### src/rtl/core/ktuf_ram.sv
// ----------------------------------------------------------------------------
// ktuf_ram
// Generic memory with one write port and one registered read port.
// ----------------------------------------------------------------------------
`default_nettype none

module ktuf_ram #(
  parameter int WIDTH = 8,
  parameter int DEPTH = 16
) (
  input  wire logic                     clk,
  input  wire logic                     we,
  input  wire logic [$clog2(DEPTH)-1:0] waddr,
  input  wire logic [WIDTH-1:0]         wdata,
  input  wire logic [$clog2(DEPTH)-1:0] raddr,
  output logic      [WIDTH-1:0]         rdata
);

  logic [WIDTH-1:0] mem [DEPTH];

  always_ff @(posedge clk) begin
    if (we) begin
      mem[waddr] <= wdata;
    end
    rdata <= mem[raddr];
  end

endmodule

`default_nettype wire

### config.mk
export PLATFORM = sky130hd
export DESIGN_NAME = ktuf_ram
export DESIGN_NICKNAME = d
export VERILOG_FILES = /design/src/rtl/core/ktuf_ram.sv
export SDC_FILE = /design/constraint.sdc
export NUM_CORES = 1
export LEC_CHECK = 0
export BUFFER_PORTS_ARGS = -buffer_cell sky130_fd_sc_hd__buf_4
export CAP_MARGIN = 30
export CORE_UTILIZATION = 60
export CTS_CLUSTER_SIZE = 20
export DETAILED_ROUTE_END_ITERATION = 10
export PLACE_DENSITY_LB_ADDON = 0.05
export SLEW_MARGIN = 30
export SYNTH_ARGS = -nofsm -noshare
export SYNTH_HDL_FRONTEND = slang
export SYNTH_SLANG_ARGS = --single-unit
### constraint.sdc
create_clock -name clk -period 6 [get_ports clk]
set_input_delay 1.5 -clock clk [delete_from_list [all_inputs] [get_ports clk]]
set_output_delay 1.5 -clock clk [all_outputs]
set_load 0.01 [all_outputs]
==> metrics.txt <==
syn nets=247; DR WL/cell=24.3 um; cell taking the most area after synthesis=edfxtp_1; total die area=0.00895 mm2; cell leakage power=2.01 nW; hold crit path type=reg2reg; most numerous cell in the Yosys netlist=edfxtp_1; final period utilization=44.2%; Reg clk slew, reported paths=0.06 ns; GRT Total Usage=23.5%; Starting Density=62.3%; initial antenna violation count=0; clk_lat worst skew=0.50 ns; DRC viols=0; # IOs=26; Setup crit end kind=flop; Area Growth Syn to Fin=16.4%; initial DRC count=152; fin crit period=2.65 ns; startpoint types=primary input; max_cap viols=0; Rel. slew slack=40.0%; worst hold slack=0.667 ns; GP Congestion=0.829; Clock Root Buffer=clkbuf_8; post-route setup TNS=0 ns; crit path launch=waddr[2]; # nets final=284; reg2reg end=rdata[1]; fin. max-slew vios=0; Hold Startpoint=mem[14][7]; number of gates resized after CTS=0; status=finished clean; Final Hold Viols=0; number of cells on the worst hold path=3; total power=2.17 mW; Post-synth top cells=edfxtp_1, mux4_2, a22oi_1, mux4_1, nor2_1; Total Wirelength=9350 um; Avg Cell Area, Syn=22.5 um2; EDFF count, synth=128; P per Cell Area=361 mW/mm2; Clock Path Buffers=2; Yosys cell types=19; grt total ovfl=0; hpwl dp=5610 um; async set or reset register ratio after synthesis=0%; CTS Buf Count=17; Max Clk Rate=377 MHz; via count=2329; Reg2Reg Launch Point=mem[5][1]; Endpoint, Worst Hold=rdata[7]; WP data arrival=2.77 ns; Die H=94.6 um; # H-tree levels=4; placed insts=351; Setup Skew=0.00833 ns; ratio of cells with drive above 1 in the final layout=28.0%; worst slew pin tran=0.897 ns; CTS tree=done; I/O Buffers=25; post-CTS setup buffers=0; commonest register cell after synthesis=edfxtp_1; antenna-violating nets left=0; # diodes=0; Core Rows=33; worst setup path class=in2reg; Pre-antenna DRT Iters=5; post-synth top area share=74.7%; Core ar.=0.00826 mm2; Synth Instances=229; first-pass GRT wire length=13700 um; vias in the first global route=2318; Post-CTS Hold Buffers=0; RSZ-0062 raised after global routing=false; Final setup viols=0; Worst Slack Setup Final=3.35 ns; register area share after synthesis=77.8%; yosys warns=0; r2r setup slk=4.60 ns; Place WS=2.82 ns; largest net degree at the start of global routing=33; CP max FO=8; die width=94.6 um; Worst Path Required=6.12 ns; Synth area leaders=edfxtp_1, mux4_2, mux4_1, dfxtp_1, a22oi_1; Post-Layout Cell Count=384; Post-Syn Area=0.00515 mm2; Synth Register Bits=136; Worst R2R Path Depth=3; vias per inst=6.07; Num Clock Sinks=136; peak supply drop=248 uV
[cell usage in the layout, fill, tap and decap left out, drive strengths merged, types with 2 or more instances in the layout]
cell and count:
mux4 32, edfxtp 128, nor3 4, a22oi 16, clkinvlp 2, clkbuf 20, clkinv 7, bufinv 3
nor2 13, nand2b 2, buf 28, nand2 9, nand3b 2, dfxtp 8
[kinds of logic (layout without fill, tap and decap cells)]
kind of cell	count (synthesis)	after routing	share of synthesized area, %
AND/OR/NAND/NOR	35	35	3.18
flip-flops	136	136	77.8
AO/OA/AOI/OAI	16	16	2.33
multiplexers	32	32	15.0
buffers and inverters	10	60	1.68
[power by group]
group / total [mW] / leakage (nW) / internal, mW / switching [mW]
sequential: 1.07 / 1.22 / 1.06 / 0.00545
clock: 0.996 / 0.279 / 0.633 / 0.363
combinational: 0.102 / 0.509 / 0.0446 / 0.0572
total: 2.17 / 2.01 / 1.74 / 0.426
[area by class of cell]
| cell class | count | area (um2) |
|---|---|---|
| sequential | 136 | 4000 |
| fill | 499 | 2260 |
| multi-input combinational | 83 | 1070 |
| clock buffer | 20 | 425 |
| timing repair buffer | 28 | 210 |
| clock inverter | 12 | 155 |
| tap | 105 | 131 |
[worst max path at each step]
stage,end,slack (ns),cells after the start
after global placement,mem[0][0],2.68,3
after CTS,rdata[1],3.34,4
final,mem[1][4],3.35,3
after detailed placement,mem[1][7],2.82,3
after global routing,mem[1][4],3.28,3
after floorplan,mem[0][0],3.01,2
[state kept, by name, summed over array words and instances (netlist names)]
signal  count
mem       128
rdata       8
[worst max-delay path, cell delays in order]
cell and delay (ns):
buf_4 0.12, or3b_2 0.51, nor2_1 0.64
[through the flow]
stage                     area, um2  utilization [%]
after floorplan                5150                -
after global placement         5400             65.4
after detailed placement       5410             65.5
after CTS                      5990             72.5
after global routing           5990             72.6
final                          5990             72.6
[per-layer routing]
metal | track usage, % | up-vias | share of wire, %
met5 | 0 | - | 0
met4 | 7.95 | 0 | 0.42
met3 | 6.36 | 4 | 6.5
met2 | 37.7 | 84 | 51
met1 | 31.6 | 1195 | 42
li1 | - | 1046 | -
No activity file was read; power rests on OpenSTA's default activity.
